===== config.mk =====
export PLATFORM = sky130hd
export DESIGN_NAME = rrtt_cell
export DESIGN_NICKNAME = d
export VERILOG_FILES = /design/src/rtl/rrtt_pkg.sv /design/src/rtl/rrtt_cell.sv
export SDC_FILE = /design/constraint.sdc
export NUM_CORES = 1
export LEC_CHECK = 0
export BUFFER_PORTS_ARGS = -buffer_cell sky130_fd_sc_hd__buf_2
export CELL_PAD_IN_SITES_DETAIL_PLACEMENT = 0
export CELL_PAD_IN_SITES_GLOBAL_PLACEMENT = 1
export CORE_MARGIN = 8
export CORE_UTILIZATION = 29
export CTS_CLUSTER_SIZE = 12
export DETAILED_ROUTE_END_ITERATION = 8
export PLACE_DENSITY = 0.7
export SYNTH_ARGS = -nofsm -noshare
export SYNTH_HDL_FRONTEND = slang
export SYNTH_SLANG_ARGS = --single-unit

===== constraint.sdc =====
create_clock -name clk -period 7.7 [get_ports clk]
set_input_delay 2.31 -clock clk [delete_from_list [all_inputs] [get_ports clk]]
set_output_delay 2.31 -clock clk [all_outputs]
set_load 0.05 [all_outputs]

===== src/rtl/rrtt_pkg.sv =====
// Shared types and constants of the region range translation table.
// No dependencies.
`default_nettype none

package rrtt_pkg;

    localparam int ENTRIES    = 16;
    localparam int PAGE_SHIFT = 12;
    localparam int ADDR_BITS  = 32;

    localparam int FIELD_W    = 32;
    localparam int ADDR_W     = (ADDR_BITS < FIELD_W) ? ADDR_BITS : FIELD_W;
    localparam int SLOT_W     = (ENTRIES > 1) ? $clog2(ENTRIES) : 1;
    localparam int PAGE_W     = 20;
    localparam int SLOT_OUT_W = 4;
    localparam int OP_W       = 3;

    typedef enum logic [OP_W-1:0] {
        OP_INSERT = 3'd0,
        OP_REMOVE = 3'd1,
        OP_G2L    = 3'd2,
        OP_L2G    = 3'd3,
        OP_REG_G  = 3'd4,
        OP_REG_L  = 3'd5,
        OP_PAGE   = 3'd6
    } opcode_t;

    typedef enum logic [2:0] {
        STAT_OK         = 3'd0,
        STAT_NOT_FOUND  = 3'd1,
        STAT_EXISTS     = 3'd2,
        STAT_FULL       = 3'd3,
        STAT_PAGE_RANGE = 3'd4
    } status_t;

    typedef enum logic {
        S_IDLE,
        S_WALK
    } ctrl_state_t;

    typedef struct packed {
        logic [OP_W-1:0]    opcode;
        logic [FIELD_W-1:0] region_key;
        logic [FIELD_W-1:0] query_address;
        logic [FIELD_W-1:0] new_global_base;
        logic [FIELD_W-1:0] new_local_base;
        logic [FIELD_W-1:0] new_length;
    } req_t;

    typedef struct packed {
        status_t               status;
        logic [FIELD_W-1:0]    translated_address;
        logic [FIELD_W-1:0]    found_region;
        logic [PAGE_W-1:0]     page_number;
        logic [SLOT_OUT_W-1:0] slot_index;
    } rsp_t;

    typedef struct packed {
        logic               valid;
        logic [OP_W-1:0]    op;
        logic [FIELD_W-1:0] key;
        logic [ADDR_W-1:0]  qa;
        logic               hit;
        status_t            status;
        logic [FIELD_W-1:0] xlat;
        logic [FIELD_W-1:0] region;
        logic [PAGE_W-1:0]  page;
        logic [SLOT_W-1:0]  slot;
        logic               free_hit;
        logic [SLOT_W-1:0]  free_slot;
    } tok_t;

    typedef struct packed {
        logic               en;
        logic [SLOT_W-1:0]  slot;
        logic [FIELD_W-1:0] region;
        logic [ADDR_W-1:0]  gbase;
        logic [ADDR_W-1:0]  lbase;
        logic [FIELD_W-1:0] len;
    } wr_t;

endpackage

`default_nettype wire


===== src/rtl/rrtt_cell.sv =====
// One table slot of the translation chain: holds a region and updates the
// passing lookup token. Depends on rrtt_pkg.
`default_nettype none

module rrtt_cell
    import rrtt_pkg::*;
(
    input  wire logic              clk,
    input  wire logic              rst_n,
    input  wire logic [SLOT_W-1:0] index,
    input  wire tok_t              tok_in,
    input  wire wr_t               wr,
    output tok_t                   tok_out
);

    logic               valid_reg;
    logic [FIELD_W-1:0] region_reg;
    logic [ADDR_W-1:0]  gbase_reg;
    logic [ADDR_W-1:0]  lbase_reg;
    logic [FIELD_W-1:0] len_reg;
    tok_t               tok_reg;
    tok_t               tok_next;

    logic               local_sel;
    logic [ADDR_W-1:0]  base;
    logic [ADDR_W-1:0]  other;
    logic [ADDR_W-1:0]  off;
    logic [ADDR_W-1:0]  xlat_sum;
    logic               ge;
    logic               in_range;
    logic               id_hit;
    logic [FIELD_W-1:0] pg;
    logic [FIELD_W-1:0] pg_lim;
    logic               clr_valid;
    logic               wr_hit;

    assign local_sel = (tok_in.op == OP_L2G) || (tok_in.op == OP_REG_L) ||
                       (tok_in.op == OP_PAGE);
    assign base      = local_sel ? lbase_reg : gbase_reg;
    assign other     = local_sel ? gbase_reg : lbase_reg;
    assign off       = tok_in.qa - base;
    assign ge        = tok_in.qa >= base;
    assign in_range  = valid_reg && ge && (FIELD_W'(off) < len_reg);
    assign xlat_sum  = off + other;
    assign id_hit    = valid_reg && (region_reg == tok_in.key);
    assign pg        = FIELD_W'(off >> PAGE_SHIFT);
    assign pg_lim    = len_reg >> PAGE_SHIFT;
    assign wr_hit    = wr.en && (wr.slot == index);

    always_comb
    begin
        tok_next  = tok_in;
        clr_valid = 1'b0;
        if (tok_in.valid && !tok_in.hit)
        begin
            case (opcode_t'(tok_in.op))
                OP_INSERT:
                begin
                    if (id_hit)
                    begin
                        tok_next.hit    = 1'b1;
                        tok_next.status = STAT_EXISTS;
                        tok_next.slot   = index;
                    end
                    else if (!valid_reg && !tok_in.free_hit)
                    begin
                        tok_next.free_hit  = 1'b1;
                        tok_next.free_slot = index;
                    end
                end
                OP_REMOVE:
                begin
                    if (id_hit)
                    begin
                        tok_next.hit    = 1'b1;
                        tok_next.status = STAT_OK;
                        tok_next.slot   = index;
                        clr_valid       = 1'b1;
                    end
                end
                OP_G2L, OP_L2G:
                begin
                    if (in_range)
                    begin
                        tok_next.hit    = 1'b1;
                        tok_next.status = STAT_OK;
                        tok_next.slot   = index;
                        tok_next.xlat   = FIELD_W'(xlat_sum);
                    end
                end
                OP_REG_G, OP_REG_L:
                begin
                    if (in_range)
                    begin
                        tok_next.hit    = 1'b1;
                        tok_next.status = STAT_OK;
                        tok_next.slot   = index;
                        tok_next.region = region_reg;
                    end
                end
                OP_PAGE:
                begin
                    if (id_hit)
                    begin
                        tok_next.hit  = 1'b1;
                        tok_next.slot = index;
                        if (!ge || (pg >= pg_lim))
                        begin
                            tok_next.status = STAT_PAGE_RANGE;
                        end
                        else
                        begin
                            tok_next.status = STAT_OK;
                            tok_next.page   = pg[PAGE_W-1:0];
                        end
                    end
                end
                default:
                begin
                    tok_next = tok_in;
                end
            endcase
        end
    end

    always_ff @(posedge clk or negedge rst_n)
    begin
        if (!rst_n)
        begin
            valid_reg <= 1'b0;
            tok_reg   <= '0;
        end
        else
        begin
            tok_reg <= tok_next;
            if (wr_hit)
            begin
                valid_reg <= 1'b1;
            end
            else if (clr_valid)
            begin
                valid_reg <= 1'b0;
            end
        end
    end

    always_ff @(posedge clk)
    begin
        if (wr_hit)
        begin
            region_reg <= wr.region;
            gbase_reg  <= wr.gbase;
            lbase_reg  <= wr.lbase;
            len_reg    <= wr.len;
        end
    end

    assign tok_out = tok_reg;

endmodule

`default_nettype wire


==> impl_metrics.json <==
{
  "r2r_start": "gbase_reg[0]$_DFFE_PP_",
  "wire_per_inst_microns": 20.2,
  "arrival_ps": 7750,
  "cp-startpoint": "tok_in[161]",
  "worst_slack_ps": 360,
  "worst_pin_slew_ps": 900,
  "outcome": "complete, no violations",
  "cts_buffers": 35,
  "setup_viol": 0,
  "grt_use_total_pct": 16.6,
  "synth_top_area_share_pct": 28.6,
  "core_area_sq_um": 49900,
  "synth_area_sq_um": 14500,
  "irDropWorstVdd_uv": 133,
  "min-delay-start": "region_reg[28]$_DFFE_PP_",
  "place_hpwl_mm": 41.2,
  "rsz0062_at_grt": "no",
  "grt_pass1_vias": 11894,
  "synth_common_cells": "dfrtp_1 (166), edfxtp_1 (128), ha_1 (95), a21oi_1 (70), nand2_1 (68)",
  "die-area_sq_um": 57600,
  "drtIter0Drc": 434,
  "portBuffers": 468,
  "synth_cell_types": 78,
  "cp-end-kind": "register",
  "crit_fanout": 32,
  "clkTransAtPathRegs_ps": 60,
  "slew-limit-headroom_pct": 40.0,
  "synth-seq-cells": 294,
  "synth_nets": 1568,
  "fp.dieH_microns": 240,
  "gp_congestion": 0.889,
  "h-tree-depth": 2,
  "dp_slack_ps": -292,
  "p_leak_nw": 9.06,
  "hold_class": "reg2reg",
  "ys.flop_type": "dfrtp_1",
  "synth.top_cells.by_area": "dfrtp_1 (29%), edfxtp_1 (26%), ha_1 (8.2%)",
  "clk_latency_ps": 550,
  "vias_per_cell": 4.58,
  "die_w_microns": 240,
  "required_ps": 8120,
  "design_area_sq_um": 19700,
  "critPathLaunchType": "input pin",
  "path_class": "in2reg",
  "min_period_over_period_pct": 95.3,
  "seq_area_frac_synth_pct": 55.0,
  "ys_warn_count": 0,
  "num_rows": 82,
  "fmaxAchievable_ghz": 0.136,
  "synth_most_common_cell": "dfrtp_1",
  "placed_area_sq_um": 18600,
  "clock_path_buffers": 3,
  "initial_core_util_pct": 29.2,
  "synth-edff-count": 128,
  "cts_tree": "yes",
  "first_pass_iters": 5,
  "maxCapViolCount": 0,
  "vias": 11255,
  "drv_slew": 0,
  "period_minus_slack_ps": 7340,
  "skew_ps": 16.3,
  "io_pins": 469,
  "cts.sinks": 294,
  "grt_overflow": 0,
  "powerDensity_nw_per_um2": 248,
  "finalSetupTns_ps": 0,
  "drc_errors": 0,
  "antenna_found_initial": 12,
  "synthCells": 1167,
  "finalWirelength_mm": 49.6,
  "largest_register_ff_count": 165,
  "root_buffer": "clkbuf_16",
  "postRouteAntennaNets": 0,
  "async_reset_ff_share_pct": 56.5,
  "nets": 2158,
  "avgSynthCellArea_sq_um": 12.5,
  "grt_pass1_wl_mm": 72.2,
  "grt_max_degree": 98,
  "fill_cells": 4931,
  "finalHoldViolations": 0,
  "drive_above_1_share_pct": 39.7,
  "synthToLayoutAreaGrowth_pct": 35.8,
  "synth_top_area_cell": "dfrtp_1"
}
-- critical path: stages --
cell and delay [ps]:
buf_2 130, xor2_1 150, nand2_1 100, o21ai_4 70, buf_12 140, mux2_2 230, ha_1 150, inv_1 50
fa_1 390, a21o_2 240, a31o_1 250, a21o_1 220, a21oi_4 170, o211ai_4 120, a2111oi_4 460, nor3_2 140
a31oi_4 210, xnor2_2 140, ha_1 260, a21o_1 180, a221oi_1 280, o221a_2 270, nand3_4 110, nor4_4 310
buf_12 260, mux2_1 350
-- cell families (layout without fill, tap and decap cells) --
logic type      after synthesis  in the layout  synth area share [%]
mux                         126            126                  9.50
other cells                   0              3                     0
xor+xnor                     90             90                  5.42
simple gates                214            214                  7.25
flops                       294            294                  55.0
fa+ha+maj                    97             97                  8.45
compound gates              262            262                  11.8
buf+inv                      84            700                  2.54
-- power breakdown --
group          leakage, nW  total, mW  internal (mW)  switching (mW)
logic                 5.41       1.50          0.620           0.877
registers             3.09       1.74           1.71          0.0266
clock network        0.564       1.65          0.986           0.668
total                 9.06       4.89           3.32            1.57
-- area by class of cell --
cell class / instances / area, sq um / area share [%]
antenna: 3 / 7.51 / 0.0380
clock buffer: 50 / 1000 / 5.09
clock inverter: 13 / 153 / 0.773
inverter: 50 / 188 / 0.951
multi-input combinational: 789 / 6240 / 31.6
sequential: 294 / 8000 / 40.5
tap: 672 / 841 / 4.26
timing repair buffer: 587 / 3310 / 16.8
-- stage by stage --
stage          hold slack [ps]  util [%]  power [mW]  std cells
4_1_cts                    507      39.5        4.96       2454
3_3_place_gp               501      37.2        3.25       2391
2_1_floorplan              488         -        2.68       1167
3_5_place_dp               511      37.2        3.27       2391
6_report                   512      39.6        4.89       2458
5_1_grt                    539      39.6        5.14       2458
-- per-layer routing --
layer | up-vias | global-route usage [%] | share of wire (%)
met5 | - | 0 | 0.11
met4 | 10 | 4.80 | 2.4
met3 | 79 | 4.30 | 6.9
met2 | 328 | 28.7 | 49
met1 | 5379 | 20.1 | 42
li1 | 5459 | - | -
-- final timing paths --
check | cells past startpoint | end | slack, ps
min in group asynchronous | 1 | tok_out[102]$_DFF_PN0_ | 1840
setup reg to reg | 21 | tok_out[55]$_DFF_PN0_ | 2410
hold / removal | 1 | tok_out[57]$_DFF_PN0_ | 510
max in group asynchronous | 2 | tok_out[50]$_DFF_PN0_ | 4320
hold reg to reg | 1 | tok_out[57]$_DFF_PN0_ | 510
setup / recovery | 26 | tok_out[55]$_DFF_PN0_ | 360
-- timing repair --
action,in CTS,in global routing
endpoints found under the setup margin,0,14
gates resized for setup,0,3
hold buffers,0,0
buffers inserted,0,1
-- cells in the final DEF (no fill, tap or decap), types with 28 or more instances in the layout --
| cell type | Yosys | routed |
|---|---|---|
| xnor2_1 | 61 | 60 |
| nor2_1 | 44 | 43 |
| mux2_2 | 40 | 40 |
| ha_1 | 95 | 95 |
| buf_2 | 9 | 467 |
| mux2i_1 | 33 | 33 |
| inv_1 | 50 | 50 |
| buf_4 | 1 | 114 |
| dfrtp_1 | 166 | 166 |
| mux2_1 | 52 | 52 |
| o21ai_1 | 38 | 39 |
| o21ai_0 | 30 | 28 |
| xor2_1 | 29 | 29 |
| nand2_1 | 68 | 68 |
| a21o_1 | 45 | 45 |
| edfxtp_1 | 128 | 128 |
| a21oi_1 | 70 | 68 |
| clkbuf_16 | 0 | 37 |
(Power assumes the default switching activity.)
