===== src/rtl/rrtt_pkg.sv =====
// Shared types and constants of the region range translation table.
// No dependencies.
`default_nettype none

package rrtt_pkg;

    localparam int ENTRIES    = 16;
    localparam int PAGE_SHIFT = 12;
    localparam int ADDR_BITS  = 32;

    localparam int FIELD_W    = 32;
    localparam int ADDR_W     = (ADDR_BITS < FIELD_W) ? ADDR_BITS : FIELD_W;
    localparam int SLOT_W     = (ENTRIES > 1) ? $clog2(ENTRIES) : 1;
    localparam int PAGE_W     = 20;
    localparam int SLOT_OUT_W = 4;
    localparam int OP_W       = 3;

    typedef enum logic [OP_W-1:0] {
        OP_INSERT = 3'd0,
        OP_REMOVE = 3'd1,
        OP_G2L    = 3'd2,
        OP_L2G    = 3'd3,
        OP_REG_G  = 3'd4,
        OP_REG_L  = 3'd5,
        OP_PAGE   = 3'd6
    } opcode_t;

    typedef enum logic [2:0] {
        STAT_OK         = 3'd0,
        STAT_NOT_FOUND  = 3'd1,
        STAT_EXISTS     = 3'd2,
        STAT_FULL       = 3'd3,
        STAT_PAGE_RANGE = 3'd4
    } status_t;

    typedef enum logic {
        S_IDLE,
        S_WALK
    } ctrl_state_t;

    typedef struct packed {
        logic [OP_W-1:0]    opcode;
        logic [FIELD_W-1:0] region_key;
        logic [FIELD_W-1:0] query_address;
        logic [FIELD_W-1:0] new_global_base;
        logic [FIELD_W-1:0] new_local_base;
        logic [FIELD_W-1:0] new_length;
    } req_t;

    typedef struct packed {
        status_t               status;
        logic [FIELD_W-1:0]    translated_address;
        logic [FIELD_W-1:0]    found_region;
        logic [PAGE_W-1:0]     page_number;
        logic [SLOT_OUT_W-1:0] slot_index;
    } rsp_t;

    typedef struct packed {
        logic               valid;
        logic [OP_W-1:0]    op;
        logic [FIELD_W-1:0] key;
        logic [ADDR_W-1:0]  qa;
        logic               hit;
        status_t            status;
        logic [FIELD_W-1:0] xlat;
        logic [FIELD_W-1:0] region;
        logic [PAGE_W-1:0]  page;
        logic [SLOT_W-1:0]  slot;
        logic               free_hit;
        logic [SLOT_W-1:0]  free_slot;
    } tok_t;

    typedef struct packed {
        logic               en;
        logic [SLOT_W-1:0]  slot;
        logic [FIELD_W-1:0] region;
        logic [ADDR_W-1:0]  gbase;
        logic [ADDR_W-1:0]  lbase;
        logic [FIELD_W-1:0] len;
    } wr_t;

endpackage

`default_nettype wire


===== src/rtl/rrtt_ctrl.sv =====
// Command controller: takes a request beat, launches the token into the
// cell chain, finishes inserts and drives the result beat. Uses rrtt_pkg.
`default_nettype none

module rrtt_ctrl
    import rrtt_pkg::*;
(
    input  wire logic clk,
    input  wire logic rst_n,
    input  wire logic start,
    output logic      busy,
    input  wire req_t request,
    output tok_t      tok_head,
    input  wire tok_t tok_tail,
    output wr_t       wr,
    output logic      done,
    output rsp_t      response
);

    ctrl_state_t        state_reg;
    ctrl_state_t        state_next;
    tok_t               head_reg;
    tok_t               head_next;
    logic [ADDR_W-1:0]  gbase_reg;
    logic [ADDR_W-1:0]  lbase_reg;
    logic [FIELD_W-1:0] len_reg;
    rsp_t               rsp_reg;
    rsp_t               rsp_next;
    logic               done_reg;
    logic               accept;
    logic               ins_open;

    always_comb
    begin
        state_next = state_reg;
        case (state_reg)
            S_IDLE:
            begin
                if (start)
                begin
                    state_next = S_WALK;
                end
            end
            S_WALK:
            begin
                if (tok_tail.valid)
                begin
                    state_next = S_IDLE;
                end
            end
            default:
            begin
                state_next = S_IDLE;
            end
        endcase
    end

    always_comb
    begin
        case (state_reg)
            S_IDLE:  busy = 1'b0;
            S_WALK:  busy = 1'b1;
            default: busy = 1'b0;
        endcase
    end

    assign accept = start && !busy;

    always_comb
    begin
        head_next           = head_reg;
        head_next.valid     = 1'b0;
        if (accept)
        begin
            head_next.valid     = 1'b1;
            head_next.op        = request.opcode;
            head_next.key       = request.region_key;
            head_next.qa        = request.query_address[ADDR_W-1:0];
            head_next.hit       = 1'b0;
            head_next.status    = STAT_NOT_FOUND;
            head_next.xlat      = '0;
            head_next.region    = '0;
            head_next.page      = '0;
            head_next.slot      = '0;
            head_next.free_hit  = 1'b0;
            head_next.free_slot = '0;
        end
    end

    assign ins_open = (tok_tail.op == OP_INSERT) && !tok_tail.hit;

    always_comb
    begin
        rsp_next.status             = tok_tail.status;
        rsp_next.translated_address = tok_tail.xlat;
        rsp_next.found_region       = tok_tail.region;
        rsp_next.page_number        = tok_tail.page;
        rsp_next.slot_index         = SLOT_OUT_W'(tok_tail.slot);
        if (ins_open)
        begin
            if (tok_tail.free_hit)
            begin
                rsp_next.status     = STAT_OK;
                rsp_next.slot_index = SLOT_OUT_W'(tok_tail.free_slot);
            end
            else
            begin
                rsp_next.status     = STAT_FULL;
                rsp_next.slot_index = '0;
            end
        end
    end

    assign wr.en     = tok_tail.valid && ins_open && tok_tail.free_hit;
    assign wr.slot   = tok_tail.free_slot;
    assign wr.region = tok_tail.key;
    assign wr.gbase  = gbase_reg;
    assign wr.lbase  = lbase_reg;
    assign wr.len    = len_reg;

    always_ff @(posedge clk or negedge rst_n)
    begin
        if (!rst_n)
        begin
            state_reg <= S_IDLE;
            head_reg  <= '0;
            done_reg  <= 1'b0;
        end
        else
        begin
            state_reg <= state_next;
            head_reg  <= head_next;
            done_reg  <= tok_tail.valid;
        end
    end

    always_ff @(posedge clk)
    begin
        if (accept)
        begin
            gbase_reg <= request.new_global_base[ADDR_W-1:0];
            lbase_reg <= request.new_local_base[ADDR_W-1:0];
            len_reg   <= request.new_length;
        end
        if (tok_tail.valid)
        begin
            rsp_reg <= rsp_next;
        end
    end

    assign tok_head = head_reg;
    assign done     = done_reg;
    assign response = rsp_reg;

endmodule

`default_nettype wire


===== config.mk =====
export PLATFORM = sky130hd
export DESIGN_NAME = rrtt_ctrl
export DESIGN_NICKNAME = d
export VERILOG_FILES = /design/src/rtl/rrtt_pkg.sv /design/src/rtl/rrtt_ctrl.sv
export SDC_FILE = /design/constraint.sdc
export NUM_CORES = 1
export LEC_CHECK = 0
export BUFFER_PORTS_ARGS = -buffer_cell sky130_fd_sc_hd__buf_2
export CAP_MARGIN = 10
export CORE_AREA = 2 2 279 281
export CTS_BUF_LIST = sky130_fd_sc_hd__clkbuf_16
export CTS_CLUSTER_DIAMETER = 80
export DETAILED_ROUTE_END_ITERATION = 8
export DIE_AREA = 0 0 281 283
export HOLD_SLACK_MARGIN = 0.08
export PLACE_DENSITY = 0.36
export SYNTH_ARGS = -nofsm -noshare
export SYNTH_HDL_FRONTEND = slang
export SYNTH_SLANG_ARGS = --single-unit

===== constraint.sdc =====
create_clock -name clk -period 5 [get_ports clk]
set_input_delay 0.5 -clock clk [delete_from_list [all_inputs] [get_ports clk]]
set_output_delay 0.5 -clock clk [all_outputs]
set_load 0.05 [all_outputs]

==> impl_metrics.json, run 1 <==
{
  "status": "completed",
  "portBuffers": 529,
  "drive_above_1_share": 0.538,
  "htreeDepth": 1,
  "skew_ps": 18.7,
  "worstSetupPathType": "in -> out",
  "arrival_ps": 1760,
  "first_pass_iters": 4,
  "regToRegEndpoint": "tok_head[140]",
  "grt_overflow_total": 0,
  "vdd_drop_max_uv": 223,
  "cp.required_ps": 4500,
  "crit_chain": "buf_2, nor4_4, and3_2, buf_2",
  "final_antenna_net_count": 0,
  "cts-root-buf": "clkbuf_16",
  "synth.avg_cell_area_um2": 19.1,
  "initial_core_util": 0.122,
  "fin_area_mm2": 0.0154,
  "finalCritPeriodShare": 0.452,
  "cts_resized": 0,
  "grt_pass1_wl_mm": 40.7,
  "synth_area_mm2": 0.00934,
  "first_global_vias": 6807,
  "cts_tree": "built",
  "fp.dieH_um": 283,
  "cp_top_family": "simple AND/OR/NAND/NOR gates",
  "place_hpwl_mm": 20.5,
  "hold_depth": 1,
  "viasPerCell": 2.82,
  "final_core_util": 0.200,
  "tns_ps": 0,
  "hold_viol_final": 0,
  "path_clk_slew_ps": 60,
  "setup_viol": 0,
  "syn_inst": 489,
  "clk-insertion-delay-late_ps": 570,
  "tightest_slew_ps": 726,
  "antenna_found_initial": 1,
  "gp_congestion": 0.717,
  "ioPinCount": 722,
  "syn_to_final_growth_pct": 64.6,
  "cp_common_cell": "buf_2",
  "dieArea_mm2": 0.0795,
  "synth_warnings": 0,
  "cp-start-kind": "input port",
  "drc_errors": 0,
  "dr.first_iter.drc_count": 156,
  "final-max-slew-violation-count": 0,
  "grt_start_max_net_pins": 109,
  "detail_route.wl_per_cell_um": 12.5,
  "period_needed_ps": 2260,
  "hold_class": "in -> reg",
  "synth_cell_type_count": 15,
  "synth-seq-area-share": 0.791,
  "rrSetupSlack_ps": 3070,
  "path_buf_inv": 2,
  "p_leak_nw": 6.60,
  "rows": 102,
  "crit-reg2reg-launch": "state_reg",
  "total_power_mw": 6.52,
  "drt-total-wl_mm": 28.1,
  "vias": 6338,
  "largest_register_ffs": 91,
  "place_area_mm2": 0.0127,
  "cts_inserted_buffers": 31,
  "grtUsageTotal": 0.0659,
  "rsz0062_at_grt": "false",
  "nets": 1516,
  "slowest_delay_ps": 620,
  "clk_path_buf_depth": 3,
  "reg2reg_depth": 3,
  "powerDensity_mw_per_mm2": 424,
  "clock_sinks": 258,
  "hp-start": "request[71]",
  "cp-end-kind": "primary output",
  "timing.fmax_mhz": 442,
  "ys_ff_latch": 258,
  "path_max_fanout": 8,
  "chipWidth_um": 281,
  "crit_slowest_cell": "nor4_4",
  "worstHoldEndpoint": "gbase_reg[7]",
  "relSlewSlack": 0.516,
  "cap_violations": 0,
  "core_mm2": 0.0767
}
## worst max-delay path by stage
stage,from,endpoint,slack (ps),cells after the start
5_1_grt,tok_tail[163],wr[132],2670,4
4_1_cts,tok_tail[163],wr[132],2740,4
6_report,tok_tail[163],wr[132],2740,4
2_1_floorplan,state_reg,tok_head[141],2320,4
3_5_place_dp,tok_tail[163],wr[132],2740,4
3_3_place_gp,tok_tail[163],wr[132],2740,4
## report_power, final
part | internal [mW] | switching (mW) | total [mW]
clock network | 1.22 | 0.905 | 2.13
logic | 0.434 | 1.30 | 1.73
registers | 2.57 | 0.0887 | 2.65
## routing by layer
layer	part of all wire	GRT usage	up-vias
li1	-	-	2928
met1	0.35	0.0667	3011
met2	0.50	0.118	355
met3	0.13	0.0317	44
met4	0.025	0.0215	0
met5	0	0	-
## per-stage QoR
step / hold WS (ps) / std cells / worst slack, ps
after detailed placement: 467 / 2018 / 2740
after global placement: 452 / 2018 / 2740
after floorplan: 204 / 584 / 2320
after global routing: 80.4 / 2250 / 2670
after CTS: 80.2 / 2249 / 2740
final: 139 / 2250 / 2740
## synthesized netlist by cell type
library cell,count,share of area
nand2_1,4,0.0016
nor2b_1,1,0.00067
a21o_1,1,0.00080
edfxtp_1,187,0.60
nor4_4,1,0.0023
or2_2,1,0.00067
and3_2,1,0.00080
and2b_2,1,0.00094
buf_4,132,0.11
conb_1,1,0.00040
mux2i_1,6,0.0064
inv_1,7,0.0028
dfrtp_1,71,0.19
buf_2,8,0.0043
mux2_2,67,0.081
## kinds of logic (layout without fill, tap and decap cells)
logic type,after synthesis,count (layout),synth area share
compound gates,1,1,0.000804
mux,73,73,0.0872
flops,258,258,0.791
simple gates,9,9,0.00697
buf+inv,147,772,0.113
other cells,1,97,0.000401
## placed cells by master (no fill, tap or decap), types with 2 or more instances in the layout
cell type      Yosys  layout
bufinv_16          0       2
inv_1              7      10
edfxtp_1         187     187
nand2_1            4       4
buf_4            132       6
mux2i_1            6       6
clkbuf_16          0      31
clkinv_2           0       8
dfrtp_1           71      71
clkinv_1           0      10
buf_2              8     527
dlygate4sd3_1      0     174
inv_6              0       2
mux2_2            67      67
conb_1             1      96
## worst reg2reg max path: cells and delay by family (launching register included)
| family | cells | cell delay [ps] |
|---|---|---|
| buffers and inverters | 1 | 430 |
| flip-flops | 1 | 470 |
| multiplexers | 1 | 620 |
| AND/OR/NAND/NOR | 1 | 290 |
## final cells by class
| type | count | area, um2 |
|---|---|---|
| antenna | 1 | 2.50 |
| clock buffer | 31 | 776 |
| clock inverter | 26 | 178 |
| fill | 8359 | 61300 |
| inverter | 7 | 26.3 |
| multi-input combinational | 179 | 1250 |
| sequential | 258 | 7390 |
| tap | 1040 | 1300 |
| timing repair buffer | 708 | 4440 |
## timing repair
| item | 4_1_cts | 5_1_grt |
|---|---|---|
| endpoints found under the setup margin | 0 | 0 |
| hold buffers | 174 | 0 |
| setup buffers | 0 | 0 |
| endpoints found under the hold margin | 209 | 0 |
No activity file was read; power rests on OpenSTA's default activity.
==> inputs of run 2 (changes only) <==
==> constraint.sdc (replaced) <==
create_clock -name clk -period 2.3 [get_ports clk]
set_input_delay 0.23 -clock clk [delete_from_list [all_inputs] [get_ports clk]]
set_output_delay 0.23 -clock clk [all_outputs]
set_load 0.05 [all_outputs]
==> impl_metrics.json, run 2 (synthesis results as in run 1) <==
{
  "gp_congestion": 0.798,
  "num_antenna_cells": 0,
  "cp-end-kind": "register",
  "final_core_util": 0.215,
  "nets": 1614,
  "p_leak_nw": 7.09,
  "holdWs_ps": 138,
  "initial_core_util": 0.122,
  "skew_ps": 14.8,
  "antenna_found_initial": 0,
  "drive_above_1_share": 0.504,
  "cp_common_cell": "buf_4",
  "clk_path_buf_depth": 3,
  "powerDensity_mw_per_mm2": 900,
  "tns_ps": 0,
  "chipWidth_um": 281,
  "grt_overflow_total": 0,
  "mostFrequentLayoutCell": "buf_2",
  "worstSetupPathType": "reg -> reg",
  "first_pass_iters": 4,
  "htreeDepth": 2,
  "path_max_fanout": 21,
  "fp.dieH_um": 283,
  "final-max-slew-violation-count": 0,
  "fillers": 8283,
  "largest_register_ffs": 91,
  "finalCritPeriodShare": 0.726,
  "cp-start-kind": "register",
  "postCtsSetupRepairBufs": 0,
  "cp.required_ps": 2540,
  "arrival_ps": 1910,
  "dieArea_mm2": 0.0795,
  "tightest_slew_ps": 531,
  "vias": 6784,
  "hold_class": "in -> reg",
  "cap_violations": 0,
  "core_mm2": 0.0767,
  "hold_viol_final": 0,
  "crit_chain": "nor2b_4, buf_4, buf_4",
  "rows": 102,
  "drt-total-wl_mm": 29.6,
  "place_hpwl_mm": 21.9,
  "cts-root-buf": "clkbuf_16",
  "grt_start_max_net_pins": 51,
  "ioPinCount": 722,
  "syn_to_final_growth_pct": 76.2,
  "first_global_vias": 7295,
  "dr.first_iter.drc_count": 155,
  "viasPerCell": 2.89,
  "path_buf_inv": 2,
  "reg2reg_depth": 3,
  "place_ws_ps": 612,
  "final_antenna_net_count": 0,
  "clk-insertion-delay-late_ps": 530,
  "vdd_drop_max_uv": 628,
  "cts_inserted_buffers": 34,
  "grt_pass1_wl_mm": 42.9,
  "period_needed_ps": 1670,
  "detail_route.wl_per_cell_um": 12.6,
  "grtUsageTotal": 0.0700,
  "hold_depth": 3,
  "dp.cells": 2027,
  "drc_errors": 0,
  "critical_path_depth": 3,
  "layout_setup_ws_ps": 630,
  "layout_common_cells": "buf_2, dlygate4sd3_1, edfxtp_1",
  "cp_top_family": "buffers and inverters",
  "path_clk_slew_ps": 60,
  "slowest_delay_ps": 410,
  "final_cells": 2349,
  "portBuffers": 529,
  "timing.fmax_mhz": 599,
  "rsz0062_at_grt": "false",
  "cts_tree": "built",
  "setup_viol": 0,
  "clock_sinks": 258,
  "status": "completed",
  "relSlewSlack": 0.646,
  "crit_slowest_cell": "dfrtp_1"
}
[run 2: cell types whose count changed in the layout (fill, tap and decap cells not counted), sizes merged, moves of 2 or more]
cell	change
buf	+9
clkinv	-9
inv	+8
clkbuf	+3
dlygate4sd3	+86
clkinvlp	+2
[run 2: per-layer routing]
metal | global-route usage | share of wire | vias up
li1 | - | - | 3121
met1 | 0.0719 | 0.36 | 3299
met2 | 0.129 | 0.52 | 329
met3 | 0.0255 | 0.096 | 35
met4 | 0.0254 | 0.024 | 0
met5 | 0 | 0 | -
[run 2: path summary, 6_finish.rpt]
kind | end | slack [ps] | startpoint
max | len_reg[21] | 630 | state_reg
max reg2reg | len_reg[21] | 630 | state_reg
min in group asynchronous | tok_head[113] | 230 | rst_n
min reg2reg | tok_head[93] | 460 | tok_head[93]
max in group asynchronous | tok_head[144] | 1460 | rst_n
min | response[3] | 140 | tok_tail[3]
[run 2: through the flow]
step	power, mW	instance area [um2]
6_report	14.8	16500
2_1_floorplan	8.72	9700
3_3_place_gp	9.46	12800
3_5_place_dp	9.47	12800
4_1_cts	15.1	16500
5_1_grt	15.5	16500
[run 2: area by class of cell]
cell class / instances / area [um2] / share of cell area
timing repair buffer: 803 / 5410 / 0.329
clock buffer: 34 / 851 / 0.0517
multi-input combinational: 179 / 1250 / 0.0763
clock inverter: 28 / 221 / 0.0135
inverter: 7 / 26.3 / 0.00160
tap: 1040 / 1300 / 0.0791
sequential: 258 / 7390 / 0.449
[run 2: timing repair]
action                                 CTS  global route
setup endpoints to repair                0             0
hold buffers                           260             0
endpoints found under the hold margin  292             0
resized for setup                        0             0
[run 2: power by group]
part / leakage (nW) / switching, mW / total, mW / internal, mW
Sequential: 2.62 / 0.199 / 5.78 / 5.58
Clock: 0.558 / 2.06 / 5.10 / 3.04
Combinational: 3.91 / 2.86 / 3.93 / 1.07
[run 2: tightest hold or removal path, cell delays in order]
cell and delay (ps):
buf_2 100, nand2_1 60, mux2i_1 90
==> inputs of run 3 (changes only) <==
--- a/config.mk
+++ b/config.mk
@@ -13,7 +13,7 @@
 export DETAILED_ROUTE_END_ITERATION = 8
 export DIE_AREA = 0 0 281 283
 export HOLD_SLACK_MARGIN = 0.08
-export PLACE_DENSITY = 0.36
+export PLACE_DENSITY = 0.37
 export SYNTH_ARGS = -nofsm -noshare
 export SYNTH_HDL_FRONTEND = slang
 export SYNTH_SLANG_ARGS = --single-unit
==> constraint.sdc (replaced) <==
create_clock -name clk -period 1.4 [get_ports clk]
set_input_delay 0.14 -clock clk [delete_from_list [all_inputs] [get_ports clk]]
set_output_delay 0.14 -clock clk [all_outputs]
set_load 0.05 [all_outputs]
==> impl_metrics.json, run 3 (synthesis results as in run 1) <==
{
  "first_pass_iters": 4,
  "dp.cells": 2039,
  "vias": 6833,
  "p_leak_nw": 7.31,
  "grt_pass1_wl_mm": 43.9,
  "cp-end-kind": "register",
  "status": "finished with violations",
  "grtUsageTotal": 0.0719,
  "dr.first_iter.drc_count": 166,
  "nets": 1630,
  "hold_depth": 2,
  "setup_viol": 25,
  "first_global_vias": 7418,
  "rows": 102,
  "cp-start-kind": "register",
  "timing.fmax_mhz": 698,
  "final_core_util": 0.219,
  "cts_tree": "built",
  "vdd_drop_max_uv": 919,
  "final-max-slew-violation-count": 0,
  "crit-reg2reg-launch": "state_reg",
  "fillers": 8222,
  "initial_core_util": 0.122,
  "fin_area_mm2": 0.0168,
  "place_area_mm2": 0.0130,
  "layout_common_cells": "buf_2, dlygate4sd3_1, edfxtp_1",
  "drt-total-wl_mm": 30.7,
  "powerDensity_mw_per_mm2": 1460,
  "fp.dieH_um": 283,
  "total_power_mw": 24.5,
  "period_needed_ps": 1430,
  "mostFrequentLayoutCell": "buf_2",
  "layout_setup_ws_ps": -31.7,
  "hold_viol_final": 0,
  "worstSetupPathType": "reg -> reg",
  "core_mm2": 0.0767,
  "final_antenna_net_count": 0,
  "relSlewSlack": 0.625,
  "hold_class": "in -> reg",
  "dieArea_mm2": 0.0795,
  "rrSetupSlack_ps": -30,
  "final_cells": 2365,
  "num_antenna_cells": 0,
  "tightest_slew_ps": 560,
  "hp-start": "tok_tail[164]",
  "cts-root-buf": "clkbuf_16",
  "gp_congestion": 0.723,
  "arrival_ps": 1830,
  "grt_start_max_net_pins": 72,
  "clk_path_buf_depth": 3,
  "cp.required_ps": 1800,
  "regToRegEndpoint": "tok_head[135]",
  "largest_register_ffs": 91,
  "cap_violations": 0,
  "htreeDepth": 2,
  "drc_errors": 0,
  "holdWs_ps": 139,
  "antenna_found_initial": 0,
  "clock_sinks": 258,
  "reg2reg_depth": 4,
  "detail_route.wl_per_cell_um": 13.0,
  "chipWidth_um": 281,
  "failed_checks": "setup timing",
  "ioPinCount": 722,
  "viasPerCell": 2.89,
  "cts_inserted_buffers": 34,
  "skew_ps": 17.8,
  "clk-insertion-delay-late_ps": 530,
  "finalCritPeriodShare": 1.02,
  "syn_to_final_growth_pct": 79.9,
  "path_clk_slew_ps": 50,
  "worstHoldEndpoint": "response[83]",
  "grt_overflow_total": 0,
  "portBuffers": 529,
  "path_max_fanout": 17,
  "drive_above_1_share": 0.509,
  "place_hpwl_mm": 22.2,
  "rsz0062_at_grt": "true"
}
==> run 3: how the worst max path moves through the flow <==
stage	startpoint	to	slack (ps)
global route	state_reg	tok_head[156]	-80
global placement	state_reg	tok_head[151]	-40
detailed placement	state_reg	tok_head[151]	-30
CTS	state_reg	tok_head[139]	-50
floorplan	state_reg	tok_head[141]	-190
finish	state_reg	tok_head[135]	-30
==> run 3: metrics by stage <==
step,TNS [ps],worst slack (ps)
6_report,-433,-31.7
5_1_grt,-3350,-77.8
3_5_place_dp,-277,-28.5
4_1_cts,-1910,-53.3
3_3_place_gp,-251,-39.1
2_1_floorplan,-14080,-195
==> run 3: metal layers <==
layer / vias to the layer above / GRT usage / share of wire
li1: 3149 / - / -
met2: 354 / 0.129 / 0.51
met4: 0 / 0.0237 / 0.023
met1: 3287 / 0.0732 / 0.37
met5: - / 0 / 0
met3: 43 / 0.0324 / 0.11
==> run 3: what timing repair did <==
item                                    CTS  global route
buffers inserted                          0             0
endpoints found under the setup margin   74            86
hold buffers                            264             0
resized for setup                        27            17
endpoints found under the hold margin   336             0
==> run 3: critical path: stages, from the launching register on <==
cell	delay, ps
dfrtp_2	430
nor2b_4	130
buf_12	180
buf_12	180
mux2_2	340
==> run 3: report_power, final <==
group,switching [mW],total [mW],internal (mW)
logic,4.78,6.78,2.00
registers,0.353,9.52,9.17
clock network,3.43,8.18,4.75
total,8.57,24.5,15.9
==> run 3: cell type report <==
cell class / instances / area, um2 / share of cell area
timing repair buffer: 819 / 5660 / 0.337
clock inverter: 27 / 176 / 0.0105
tap: 1040 / 1300 / 0.0774
multi-input combinational: 179 / 1380 / 0.0818
inverter: 7 / 26.3 / 0.00156
clock buffer: 35 / 876 / 0.0521
sequential: 258 / 7390 / 0.440
